### src/hw/rtl/assert_macros.svh
// Assertion helpers shared by the lod shell cull RTL.
// Both expect clk to be visible where they are used; LSC_ASSERT also needs rst_n.
`ifndef ASSERT_MACROS_SVH
`define ASSERT_MACROS_SVH

// checked only outside reset
`define LSC_ASSERT(label, prop, msg) \
    label: assert property (@(posedge clk) disable iff (!rst_n) (prop)) else $error(msg);

// checked at every edge, reset included
`define LSC_ASSERT_NR(label, prop, msg) \
    label: assert property (@(posedge clk) (prop)) else $error(msg);

`endif

### src/hw/rtl/lsc_pkg.sv
package lsc_pkg;

    localparam int LEVELS     = 8;
    localparam int LEVEL_W    = 3;
    localparam int POS_W      = 32;
    localparam int MAG_W      = 16;
    localparam int COL_W      = 8;
    localparam int MAXP_W     = 24;
    localparam int RAD_W      = 32;
    localparam int SQ_W       = 64;
    localparam int SUM_W      = 66;
    localparam int CFG_IDX_W  = 3;
    localparam int CFG_DATA_W = 64;

    // levels at or above this one skip the distance test
    localparam logic [LEVEL_W-1:0] KEEP_LEVEL = LEVEL_W'(LEVELS - 1);

    typedef enum logic [CFG_IDX_W-1:0] {
        REG_CAMERA_X     = 3'd0,
        REG_CAMERA_Y     = 3'd1,
        REG_CAMERA_Z     = 3'd2,
        REG_MAX_POINTS   = 3'd3,
        REG_RADII_LO     = 3'd4,
        REG_RADII_MID    = 3'd5,
        REG_RADII_HI     = 3'd6,
        REG_RADIUS_TOP   = 3'd7
    } cfg_reg_t;

    typedef struct packed {
        logic                    first_of_scan;
        logic [LEVEL_W-1:0]      detail_level;
        logic signed [POS_W-1:0] star_x;
        logic signed [POS_W-1:0] star_y;
        logic signed [POS_W-1:0] star_z;
        logic signed [MAG_W-1:0] star_mag;
        logic [COL_W-1:0]        color_r;
        logic [COL_W-1:0]        color_g;
        logic [COL_W-1:0]        color_b;
    } star_in_t;

    typedef struct packed {
        logic signed [POS_W-1:0] out_x;
        logic signed [POS_W-1:0] out_y;
        logic signed [POS_W-1:0] out_z;
        logic signed [MAG_W-1:0] out_mag;
        logic [COL_W-1:0]        out_r;
        logic [COL_W-1:0]        out_g;
        logic [COL_W-1:0]        out_b;
    } star_out_t;

    typedef struct packed {
        logic signed [POS_W-1:0] camera_x;
        logic signed [POS_W-1:0] camera_y;
        logic signed [POS_W-1:0] camera_z;
        logic [MAXP_W-1:0]       max_points;
        logic [CFG_DATA_W-1:0]   radii_lo;
        logic [CFG_DATA_W-1:0]   radii_mid;
        logic [CFG_DATA_W-1:0]   radii_hi;
        logic [RAD_W-1:0]        radius_top;
    } lsc_cfg_t;

    typedef struct packed {
        logic             first_of_scan;
        logic             keep_all;
        logic [POS_W-1:0] dx;
        logic [POS_W-1:0] dy;
        logic [POS_W-1:0] dz;
        logic [RAD_W-1:0] radius;
        star_out_t        payload;
    } diff_stage_t;

    typedef struct packed {
        logic            first_of_scan;
        logic            keep_all;
        logic [SQ_W-1:0] sq_x;
        logic [SQ_W-1:0] sq_y;
        logic [SQ_W-1:0] sq_z;
        logic [SQ_W-1:0] r2;
        star_out_t       payload;
    } sq_stage_t;

    // |a - b| of two signed words; always fits in POS_W bits
    function automatic logic [POS_W-1:0] abs_diff(logic [POS_W-1:0] a, logic [POS_W-1:0] b);
        logic [POS_W:0] d;
        logic [POS_W:0] m;
        d = {a[POS_W-1], a} - {b[POS_W-1], b};
        m = d[POS_W] ? (~d + 1'b1) : d;
        return m[POS_W-1:0];
    endfunction

    function automatic logic [RAD_W-1:0] radius_of(logic [LEVEL_W-1:0] level, lsc_cfg_t c);
        logic [RAD_W-1:0] r;
        case (level)
            3'd0:    r = c.radii_lo[RAD_W-1:0];
            3'd1:    r = c.radii_lo[2*RAD_W-1:RAD_W];
            3'd2:    r = c.radii_mid[RAD_W-1:0];
            3'd3:    r = c.radii_mid[2*RAD_W-1:RAD_W];
            3'd4:    r = c.radii_hi[RAD_W-1:0];
            3'd5:    r = c.radii_hi[2*RAD_W-1:RAD_W];
            default: r = c.radius_top;
        endcase
        return r;
    endfunction

endpackage

### src/hw/rtl/lsc_cfg.sv
module lsc_cfg
    import lsc_pkg::*;
(
    input  logic                  clk,
    input  logic                  rst_n,
    input  logic                  cfg_valid,
    output logic                  cfg_ready,
    input  logic [CFG_IDX_W-1:0]  cfg_index,
    input  logic [CFG_DATA_W-1:0] cfg_data,
    output lsc_cfg_t              cfg
);

    lsc_cfg_t cfg_reg;
    lsc_cfg_t cfg_next;

    assign cfg_ready = 1'b1;
    assign cfg       = cfg_reg;

    always_comb
    begin
        cfg_next = cfg_reg;
        if (cfg_valid)
        begin
            case (cfg_reg_t'(cfg_index))
                REG_CAMERA_X:   cfg_next.camera_x   = cfg_data[POS_W-1:0];
                REG_CAMERA_Y:   cfg_next.camera_y   = cfg_data[POS_W-1:0];
                REG_CAMERA_Z:   cfg_next.camera_z   = cfg_data[POS_W-1:0];
                REG_MAX_POINTS: cfg_next.max_points = cfg_data[MAXP_W-1:0];
                REG_RADII_LO:   cfg_next.radii_lo   = cfg_data;
                REG_RADII_MID:  cfg_next.radii_mid  = cfg_data;
                REG_RADII_HI:   cfg_next.radii_hi   = cfg_data;
                REG_RADIUS_TOP: cfg_next.radius_top = cfg_data[RAD_W-1:0];
                default:        cfg_next = cfg_reg;
            endcase
        end
    end

    always_ff @(posedge clk or negedge rst_n)
    begin
        if (!rst_n)
        begin
            cfg_reg <= '0;
        end
        else
        begin
            cfg_reg <= cfg_next;
        end
    end

endmodule

### config.mk
export PLATFORM = sky130hd
export DESIGN_NAME = lsc_cfg
export DESIGN_NICKNAME = d
export VERILOG_FILES = /design/src/hw/rtl/assert_macros.svh /design/src/hw/rtl/lsc_pkg.sv /design/src/hw/rtl/lsc_cfg.sv
export SDC_FILE = /design/constraint.sdc
export NUM_CORES = 1
export LEC_CHECK = 0
export ABC_AREA = 1
export ABC_CLOCK_PERIOD_IN_PS = 800
export BUFFER_PORTS_ARGS = -buffer_cell sky130_fd_sc_hd__buf_2
export CAP_MARGIN = 0
export CORE_ASPECT_RATIO = 1.4
export CORE_UTILIZATION = 46
export CTS_CLUSTER_SIZE = 20
export DETAILED_ROUTE_END_ITERATION = 10
export HOLD_SLACK_MARGIN = 0.03
export PLACE_DENSITY = 0.76
export SYNTH_ARGS = -nofsm -noshare
export SYNTH_HDL_FRONTEND = slang
export SYNTH_SLANG_ARGS = --single-unit
export TNS_END_PERCENT = 5
### constraint.sdc
create_clock -name clk -period 0.8 [get_ports clk]
set_input_delay 0.04 -clock clk [delete_from_list [all_inputs] [get_ports clk]]
set_output_delay 0.04 -clock clk [all_outputs]
set_load 0.02 [all_outputs]
==> results.ini <==
[synth]
synth_xor_area_share_pct=0
synthTopCellsByArea=dfrtp_1 65%, nand2_1 25%, nand3_1 6.0%
synthCells=1511
synth-simple-area-share_pct=31.34
synth_compound_area_share_pct=0
synthMuxAreaShare_pct=0
synth_cell_types=12
synth_area_leader_cell=dfrtp_1
ys_seq_elements=344
seq_area_frac_synth_pct=64.72
yosysTopAreaCellShare_pct=64.72
synth_adder_area_share_pct=0
syn_area_per_cell_um2=8.802
syn_nets=1581
synth_top_family_by_area=simple AND/OR/NAND/NOR gates
ys_warn_count=0
synth_area_um2=13300

[worst_setup_path]
r2r_slack_ps=20
crit_end=cfg[90]
start_kind=flip-flop
worstReg2RegEnd=cfg[304]$_DFFE_PN0P_
crit_family=flip-flops
slowest_delay_ps=420
critPathSlowestCell=dfrtp_1
worstRegToRegCells=3
path_buf_inv=1
startpoint=cfg[90]$_DFFE_PN0P_
cp.depth=1
crit_type=reg -> out
crit_chain=buf_6
path_max_fanout=2
worstSetupEndpointType=primary output
crit_required_ps=760
cp.arrival_ps=1140
worstReg2RegStart=cfg[304]$_DFFE_PN0P_

[sta]
rsz0062_at_grt=yes
holdWs_ps=-57.67
fmax_mhz=846.3
period_share_pct=147.7
min_period_ps=1182
setup_slack_ps=-381.5
finalHoldViolations=6
drv_slew=0
skew_ps=0
setup_viol=344

[global_routing]
antenna_found_initial=2
overflow=0
grtUsageTotal_pct=30.47
grt_pass1_vias=12370
grt_max_degree=56
grt_pass1_wl_um=69920

[power]
power_per_cell_area_nw_per_um2=2822
p_leak_nw=10.67
total_power_mw=53.85
peakVddDrop_mv=1.716

[finish]
utilization_pct=67.19
final_common_cell=nand2_1
fillCellCount=2076
areaGrowthSynthToFinish_pct=43.50
layout_common_cells=882 x nand2_1, 344 x dfrtp_1, 244 x buf_2
fin_area_um2=19090
seqCellArea_um2=8608
layout.nets=2062
drive_gt1_share_pct=27.48
largest_reg_flops=344
multiInputGateArea_um2=4219

[cts]
cts_max_path_buffers=3
h-tree-depth=1
cts_tree=built
cts_root_buffer=clkbuf_16
clk-insertion-delay-late_ps=560
cts_buffers=31
cts_hold_buf=66
clkSlewWorstSetupHoldPaths_ps=70
clock_sinks=344

[drt]
via_per_inst=5.229
drc=0
drt_iter0_markers=847
drt-pass1-iter-count=6
drt_wl_total_um=45600
wl_per_cell_um=19.06
ant_nets=0
via_count=12512

[floorplanning]
fp.dieH_um=203.2
die_w_um=145.7
num_rows=73
die_area_um2=29610
core_area_um2=28410
ios=415
start_util_pct=46.82

[placed_design]
dp_hpwl_um=29730
place_area_um2=16200
place.gp.congestion=0.8986
place.port_buffers=413

[min_path]
holdCritPathClass=in -> async

[status]
violations=negative hold slack, negative setup slack
outcome=finished, violations left

[flow_run]
cap_violations=0

## synthesized netlist by cell type
cell      number
nand2_1      885
dfrtp_1      344
nand3_1      160
buf_2         50
clkbuf_1      32
clkbuf_2      24
nor2_2         6
inv_1          5
nor2_1         2
buf_4          1
conb_1         1
inv_2          1
## per-stage QoR
stage               cells  hold WS, ps  setup TNS (ps)  setup slack [ps]
CTS                  2382       -69.19         -125340            -405.8
finish               2393       -57.67         -119080            -381.5
global placement     2254       -81.51          -65410            -246.3
global route         2392       -65.03         -130490            -406.7
floorplan            1511       -255.6           -4765            -35.09
detailed placement   2254       -84.11          -71830            -278.2
## layout make-up
cell class                 count  share of cell area [%]
antenna                        2                 0.02622
clock buffer                  44                   4.792
clock inverter                13                  0.8063
inverter                       6                  0.1180
multi-input combinational   1054                   22.11
sequential                   344                   45.10
tap                          375                   2.458
timing repair buffer         555                   24.59
## worst min-delay path by stage
stage | start | cells after the start | end | slack (ps)
2_1_floorplan | rst_n | 0 | cfg[0]$_DFFE_PN0P_ | -260
5_1_grt | rst_n | 2 | cfg[57]$_DFFE_PN0P_ | -70
3_5_place_dp | rst_n | 1 | cfg[121]$_DFFE_PN0P_ | -80
4_1_cts | rst_n | 2 | cfg[121]$_DFFE_PN0P_ | -70
3_3_place_gp | rst_n | 1 | cfg[121]$_DFFE_PN0P_ | -80
6_report | rst_n | 2 | cfg[121]$_DFFE_PN0P_ | -60
## what timing repair did
item	4_1_cts	5_1_grt
setup endpoints to repair	344	358
resized for setup	236	99
hold endpoints to repair	688	8
setup buffers	5	9
## kinds of logic after synthesis
logic type | after synthesis
and+or+nand+nor | 1053
other | 1
DFF | 344
buffers and inverters | 113
## power by group
group / internal [mW] / switching, mW / total, mW
registers: 20.7 / 2.29 / 23.0
logic: 6.21 / 9.16 / 15.4
clock network: 8.93 / 6.60 / 15.5
total: 35.8 / 18.1 / 53.9
## layer usage
layer,wire length [µm],track usage [%]
met1,16450,36.49
met2,22850,51.78
met3,3453,4.832
met4,2846,18.65
met5,0,0
No activity file was read; power rests on OpenSTA's default activity.
