[config.mk]
export PLATFORM = sky130hd
export DESIGN_NAME = lsc_gate
export DESIGN_NICKNAME = d
export VERILOG_FILES = /design/src/hw/rtl/lsc_pkg.sv /design/src/hw/rtl/lsc_gate.sv
export VERILOG_INCLUDE_DIRS = /design/src /design/src/hw/rtl
export SDC_FILE = /design/constraint.sdc
export NUM_CORES = 1
export LEC_CHECK = 0
export ABC_AREA = 1
export BUFFER_PORTS_ARGS = -buffer_cell sky130_fd_sc_hd__buf_4
export CAP_MARGIN = 15
export CORE_AREA = 2 2 217 219
export DETAILED_ROUTE_END_ITERATION = 8
export DIE_AREA = 0 0 219 221
export GPL_TIMING_DRIVEN = 0
export HOLD_SLACK_MARGIN = 0.02
export SLEW_MARGIN = 20
export SYNTH_ARGS = -nofsm -noshare
export SYNTH_HDL_FRONTEND = slang
export SYNTH_SLANG_ARGS = --single-unit
[constraint.sdc]
create_clock -name clk -period 4.8 [get_ports clk]
set_input_delay 0.48 -clock clk [delete_from_list [all_inputs] [get_ports clk]]
set_output_delay 0.48 -clock clk [all_outputs]
set_load 0.005 [all_outputs]
[src/hw/rtl/assert_macros.svh]
// Assertion helpers shared by the lod shell cull RTL.
// Both expect clk to be visible where they are used; LSC_ASSERT also needs rst_n.
`ifndef ASSERT_MACROS_SVH
`define ASSERT_MACROS_SVH

// checked only outside reset
`define LSC_ASSERT(label, prop, msg) \
    label: assert property (@(posedge clk) disable iff (!rst_n) (prop)) else $error(msg);

// checked at every edge, reset included
`define LSC_ASSERT_NR(label, prop, msg) \
    label: assert property (@(posedge clk) (prop)) else $error(msg);

`endif

[src/hw/rtl/lsc_pkg.sv]
package lsc_pkg;

    localparam int LEVELS     = 8;
    localparam int LEVEL_W    = 3;
    localparam int POS_W      = 32;
    localparam int MAG_W      = 16;
    localparam int COL_W      = 8;
    localparam int MAXP_W     = 24;
    localparam int RAD_W      = 32;
    localparam int SQ_W       = 64;
    localparam int SUM_W      = 66;
    localparam int CFG_IDX_W  = 3;
    localparam int CFG_DATA_W = 64;

    // levels at or above this one skip the distance test
    localparam logic [LEVEL_W-1:0] KEEP_LEVEL = LEVEL_W'(LEVELS - 1);

    typedef enum logic [CFG_IDX_W-1:0] {
        REG_CAMERA_X     = 3'd0,
        REG_CAMERA_Y     = 3'd1,
        REG_CAMERA_Z     = 3'd2,
        REG_MAX_POINTS   = 3'd3,
        REG_RADII_LO     = 3'd4,
        REG_RADII_MID    = 3'd5,
        REG_RADII_HI     = 3'd6,
        REG_RADIUS_TOP   = 3'd7
    } cfg_reg_t;

    typedef struct packed {
        logic                    first_of_scan;
        logic [LEVEL_W-1:0]      detail_level;
        logic signed [POS_W-1:0] star_x;
        logic signed [POS_W-1:0] star_y;
        logic signed [POS_W-1:0] star_z;
        logic signed [MAG_W-1:0] star_mag;
        logic [COL_W-1:0]        color_r;
        logic [COL_W-1:0]        color_g;
        logic [COL_W-1:0]        color_b;
    } star_in_t;

    typedef struct packed {
        logic signed [POS_W-1:0] out_x;
        logic signed [POS_W-1:0] out_y;
        logic signed [POS_W-1:0] out_z;
        logic signed [MAG_W-1:0] out_mag;
        logic [COL_W-1:0]        out_r;
        logic [COL_W-1:0]        out_g;
        logic [COL_W-1:0]        out_b;
    } star_out_t;

    typedef struct packed {
        logic signed [POS_W-1:0] camera_x;
        logic signed [POS_W-1:0] camera_y;
        logic signed [POS_W-1:0] camera_z;
        logic [MAXP_W-1:0]       max_points;
        logic [CFG_DATA_W-1:0]   radii_lo;
        logic [CFG_DATA_W-1:0]   radii_mid;
        logic [CFG_DATA_W-1:0]   radii_hi;
        logic [RAD_W-1:0]        radius_top;
    } lsc_cfg_t;

    typedef struct packed {
        logic             first_of_scan;
        logic             keep_all;
        logic [POS_W-1:0] dx;
        logic [POS_W-1:0] dy;
        logic [POS_W-1:0] dz;
        logic [RAD_W-1:0] radius;
        star_out_t        payload;
    } diff_stage_t;

    typedef struct packed {
        logic            first_of_scan;
        logic            keep_all;
        logic [SQ_W-1:0] sq_x;
        logic [SQ_W-1:0] sq_y;
        logic [SQ_W-1:0] sq_z;
        logic [SQ_W-1:0] r2;
        star_out_t       payload;
    } sq_stage_t;

    // |a - b| of two signed words; always fits in POS_W bits
    function automatic logic [POS_W-1:0] abs_diff(logic [POS_W-1:0] a, logic [POS_W-1:0] b);
        logic [POS_W:0] d;
        logic [POS_W:0] m;
        d = {a[POS_W-1], a} - {b[POS_W-1], b};
        m = d[POS_W] ? (~d + 1'b1) : d;
        return m[POS_W-1:0];
    endfunction

    function automatic logic [RAD_W-1:0] radius_of(logic [LEVEL_W-1:0] level, lsc_cfg_t c);
        logic [RAD_W-1:0] r;
        case (level)
            3'd0:    r = c.radii_lo[RAD_W-1:0];
            3'd1:    r = c.radii_lo[2*RAD_W-1:RAD_W];
            3'd2:    r = c.radii_mid[RAD_W-1:0];
            3'd3:    r = c.radii_mid[2*RAD_W-1:RAD_W];
            3'd4:    r = c.radii_hi[RAD_W-1:0];
            3'd5:    r = c.radii_hi[2*RAD_W-1:RAD_W];
            default: r = c.radius_top;
        endcase
        return r;
    endfunction

endpackage

[src/hw/rtl/lsc_gate.sv]
`include "assert_macros.svh"

module lsc_gate
    import lsc_pkg::*;
#(
    parameter int COUNT_BITS = 24
)
(
    input  logic              clk,
    input  logic              rst_n,
    input  logic              sq_valid,
    input  sq_stage_t         sq,
    input  logic [MAXP_W-1:0] cfg_max,
    input  logic              point_ready,
    output logic              point_valid,
    output star_out_t         point_word,
    output logic              adv
);

    localparam int CMP_W = (COUNT_BITS > MAXP_W) ? COUNT_BITS : MAXP_W;
    localparam logic [COUNT_BITS-1:0] CNT_MAX = '1;

    logic [COUNT_BITS-1:0] count_reg;
    logic [COUNT_BITS-1:0] count_next;
    logic                  out_valid_reg;
    logic                  out_valid_next;
    star_out_t             out_reg;

    logic [SUM_W-1:0]      dist2;
    logic                  keep;
    logic [COUNT_BITS-1:0] eff_count;
    logic                  budget_ok;
    logic                  pass;

    assign adv = !out_valid_reg || point_ready;

    always_comb
    begin
        dist2     = SUM_W'(sq.sq_x) + SUM_W'(sq.sq_y) + SUM_W'(sq.sq_z);
        keep      = sq.keep_all || (dist2 <= SUM_W'(sq.r2));
        // a new scan restarts the budget before this star is judged
        eff_count = sq.first_of_scan ? '0 : count_reg;
        budget_ok = CMP_W'(eff_count) < CMP_W'(cfg_max);
        pass      = keep && budget_ok;

        count_next     = count_reg;
        out_valid_next = out_valid_reg;
        if (adv)
        begin
            out_valid_next = sq_valid && pass;
            if (sq_valid)
            begin
                if (pass && (eff_count != CNT_MAX))
                begin
                    count_next = eff_count + 1'b1;
                end
                else
                begin
                    count_next = eff_count;
                end
            end
        end
    end

    always_ff @(posedge clk or negedge rst_n)
    begin
        if (!rst_n)
        begin
            count_reg     <= '0;
            out_valid_reg <= 1'b0;
        end
        else
        begin
            count_reg     <= count_next;
            out_valid_reg <= out_valid_next;
        end
    end

    always_ff @(posedge clk)
    begin
        if (adv)
        begin
            out_reg <= sq.payload;
        end
    end

    assign point_valid = out_valid_reg;
    assign point_word  = out_reg;

    `LSC_ASSERT(a_count_step, (adv && sq_valid && pass && !sq.first_of_scan && (count_reg != CNT_MAX)) |=> (count_reg == $past(count_reg) + 1'b1), "budget count did not step")
    `LSC_ASSERT(a_scan_clear, (adv && sq_valid && sq.first_of_scan && !pass) |=> (count_reg == '0), "scan start did not clear count")
    `LSC_ASSERT(a_budget_block, (adv && sq_valid && !budget_ok) |=> !out_valid_reg, "word emitted over budget")
    `LSC_ASSERT_NR(a_reset_idle, !rst_n |=> (!out_valid_reg && (count_reg == '0)), "state not clear in reset")

endmodule
==> summary.md <==
| Metric | Value |
|---|---|
| Commonest cells in the netlist | nand2_1 (304), inv_1 (275), ha_1 (151) |
| Final Setup Violations | 25 |
| Cell taking the most area after synthesis | edfxtp_1 |
| Yosys top cell area share | 30.0% |
| Vias in the first global route | 13300 |
| Fillers | approximately 4700 |
| Endpoint class of the critical path | flop |
| Detail Route Antenna Nets | 0 |
| Routed wire length | 53700 um |
| Via count | around 13000 |
| Final WS setup | -0.235 ns |
| Min-delay src | sq[42] |
| Max FFs per register | 136 |
| Hold_ws | 0.198 ns |
| Worst hold stages | 1 |
| Top cells by area, synth | edfxtp_1 (30%), ha_1 (14%), fa_1 (9.6%) |
| DR WL/cell | 19.1 um |
| Max-slew violations | 0 |
| # port buffers | roughly 560 |
| Vias per inst | 4.79 |
| FF-to-FF setup slack | 2.02 ns |
| Critical path's largest stage delay | 0.52 ns |
| Worst Tran Pin Value | 0.725 ns |
| Sink of the worst hold path | point_word[42] |
| FFs w/ async S/R, synth | between 10% and 20% |
| Worst Skew | roughly 0.011 ns |
| Synth Flop Type | edfxtp_1 |
| EDFF count, synth | 136 |
| Root Driver | clkbuf_16 |
| Worst-path fanout max | 4 |
| Clock Latency Late Sink | 0.45 ns |
| Die Y-Extent | 221 um |
| Max-cap violations | 0 |
| IR drop worst, VDD | 0.270 mV |
| CTS H-Tree Depth | 4 |
| Worst Setup Start Kind | input port |
| FF-to-FF Start | count_reg[1] |
| Clk buf depth | 2 |
| Relative slew slack | 50.9% |
| Drt drc | 0 |
| Nets | 2830 |
| Data arrival, critical path | 5.43 ns |
| Clock Sinks | 161 |
| Failing checks | setup timing |
| Cell with the most instances after synthesis | nand2_1 |
| Grt total ovfl | 0 |
| Boundary Pins | 560 |
| Synth Cell Area | 13600 sq um |
| RSZ-0062 raised after global routing | yes |
| Worst path most repeated cell | buf_4 |
| Yosys cell types | 53 |
| Die area | 48400 sq um |
| Yosys warns | 0 |
| Initial antenna violation count | 9 |
| Power Dens Cells | 321 nW/um^2 |
| Synthesized flop and latch total | 161 |
| Run status | finished, violations left |
| Clk slew on worst S/H paths | 0.08 ns |
| CP required | between 5 and 6 ns |
| Final period utilization | 105% |
| GP Congestion | roughly 0.91 |
| Sequential cell area | 4710 sq um |
| Min Tclk post-route | 5.04 ns |
| Worst R2R End | count_reg[15] |
| CTS buffer count | 17 |
| CTS tree | yes |
| R2r worst-path depth | 20 |
| DR pass1 iterations | 6 |
| Final Util | 43.1% |
| DP HPWL | 46300 um |
| Starting Density | 29.6% |
| HP Class | in -> reg |
| Max Clk Rate | slightly below 0.2 GHz |
| Sequential share of the synthesized area | 34.6% |
| GR Util All Layers | approximately 22% |
| Worst Setup Path Type | in -> reg |
| Pin count of the biggest net entering global routing | between 90 and 100 |
| Net Count, Synth | 2220 |
| Crit-path slowest cell | fa_1 |
| P_leak | between 9 and 10 nW |
| First-pass GRT wire length | 78700 um |
| Mapped Cells | 1582 |
| Mean Syn Cell Area | approximately 8.6 sq um |
| Final Hold Viols | 0 |
| Share of cells above drive strength 1 | around a third |
| Die outline width | 219 um |
| Multi-input logic area | 8120 sq um |
| Core area | around 46000 sq um |
| Row cnt | 79 |
| Initial DRC Count | 1073 |
| Area growth from synthesis to layout | 45.7% |
## power breakdown
| group | internal (mW) | switching, mW | leakage (nW) |
|---|---|---|---|
| sequential | 1.71 | 0.0627 | 1.73 |
| clock | 0.698 | 0.677 | 0.283 |
| combinational | 1.39 | 1.84 | 7.78 |
## per-layer routing
layer	wire [um]	part of all wire [%]	GRT usage, %
met1	23600	44	29.2
met3	3790	7.1	4.26
met4	1090	2.0	5.45
met2	25200	47	35.8
met5	48	0.089	0
## cell type report
| cell class | instances | area share (%) |
|---|---|---|
| Antenna cell | 3 | 0.0378 |
| Buffer | 12 | 0.410 |
| Clock buffer | 17 | 2.14 |
| Clock inverter | 15 | 0.851 |
| Inverter | 277 | 5.30 |
| Multi-Input combinational cell | 1131 | 40.9 |
| Sequential cell | 161 | 23.7 |
| Tap cell | 607 | 3.83 |
| Timing Repair Buffer | 592 | 22.8 |
## through the flow
stage	setup TNS, ns	area [sq um]	setup WS [ns]	total power, mW	instances
final	-4.91	19800	-0.235	6.37	2815
after global placement	-29.17	18600	-1.29	4.70	2748
after CTS	-5.44	19600	-0.244	6.28	2801
after floorplan	0	13600	0.00821	3.56	1582
after global routing	-9.41	19800	-0.419	6.83	2813
after detailed placement	-29.68	18600	-1.24	4.74	2749
## repair_timing
item | in CTS | in global routing
hold buffers | 1 | 0
setup buffers | 19 | 10
setup endpoints to repair | 25 | 25
pin swaps | 30 | 37
endpoints found under the hold margin | 25 | 0
resized for setup | 42 | 39
gates cloned | 1 | 1
## critical path, delay by kind of cell
| family | cells | cell delay, ns |
|---|---|---|
| simple gates | 15 | 1.45 |
| fa+ha+maj | 4 | 1.40 |
| compound gates | 8 | 1.23 |
| buf+inv | 7 | 0.70 |
| xor+xnor | 1 | 0.15 |
## worst max-delay path by stage
stage,from,endpoint,slack [ns],cells past startpoint
final,sq[201],count_reg[22],-0.24,35
after global routing,sq[201],count_reg[5],-0.42,40
after global placement,sq[201],point_valid,-1.29,38
after CTS,sq[329],count_reg[5],-0.24,40
after floorplan,sq[201],point_valid,0.008,37
after detailed placement,sq[201],count_reg[5],-1.24,40
## cell families after synthesis
kind of cell             share of synthesized area [%]
buffers and inverters                             8.28
XOR/XNOR                                          3.92
AO/OA/AOI/OAI                                     10.9
AND/OR/NAND/NOR                                   18.9
adder cells (fa/ha/maj)                           23.4
flip-flops                                        34.6
## cells in the final DEF, fill, tap and decap left out, types with 34 or more instances in the layout
cell type,count
xor2_1,35
nand2_1,293
inv_1,274
ha_1,147
nand4_1,34
fa_1,64
nor2_1,143
a21oi_1,120
buf_4,585
edfxtp_1,136
o21ai_0,39
nand3_1,55
No activity file was read; power rests on OpenSTA's default activity.
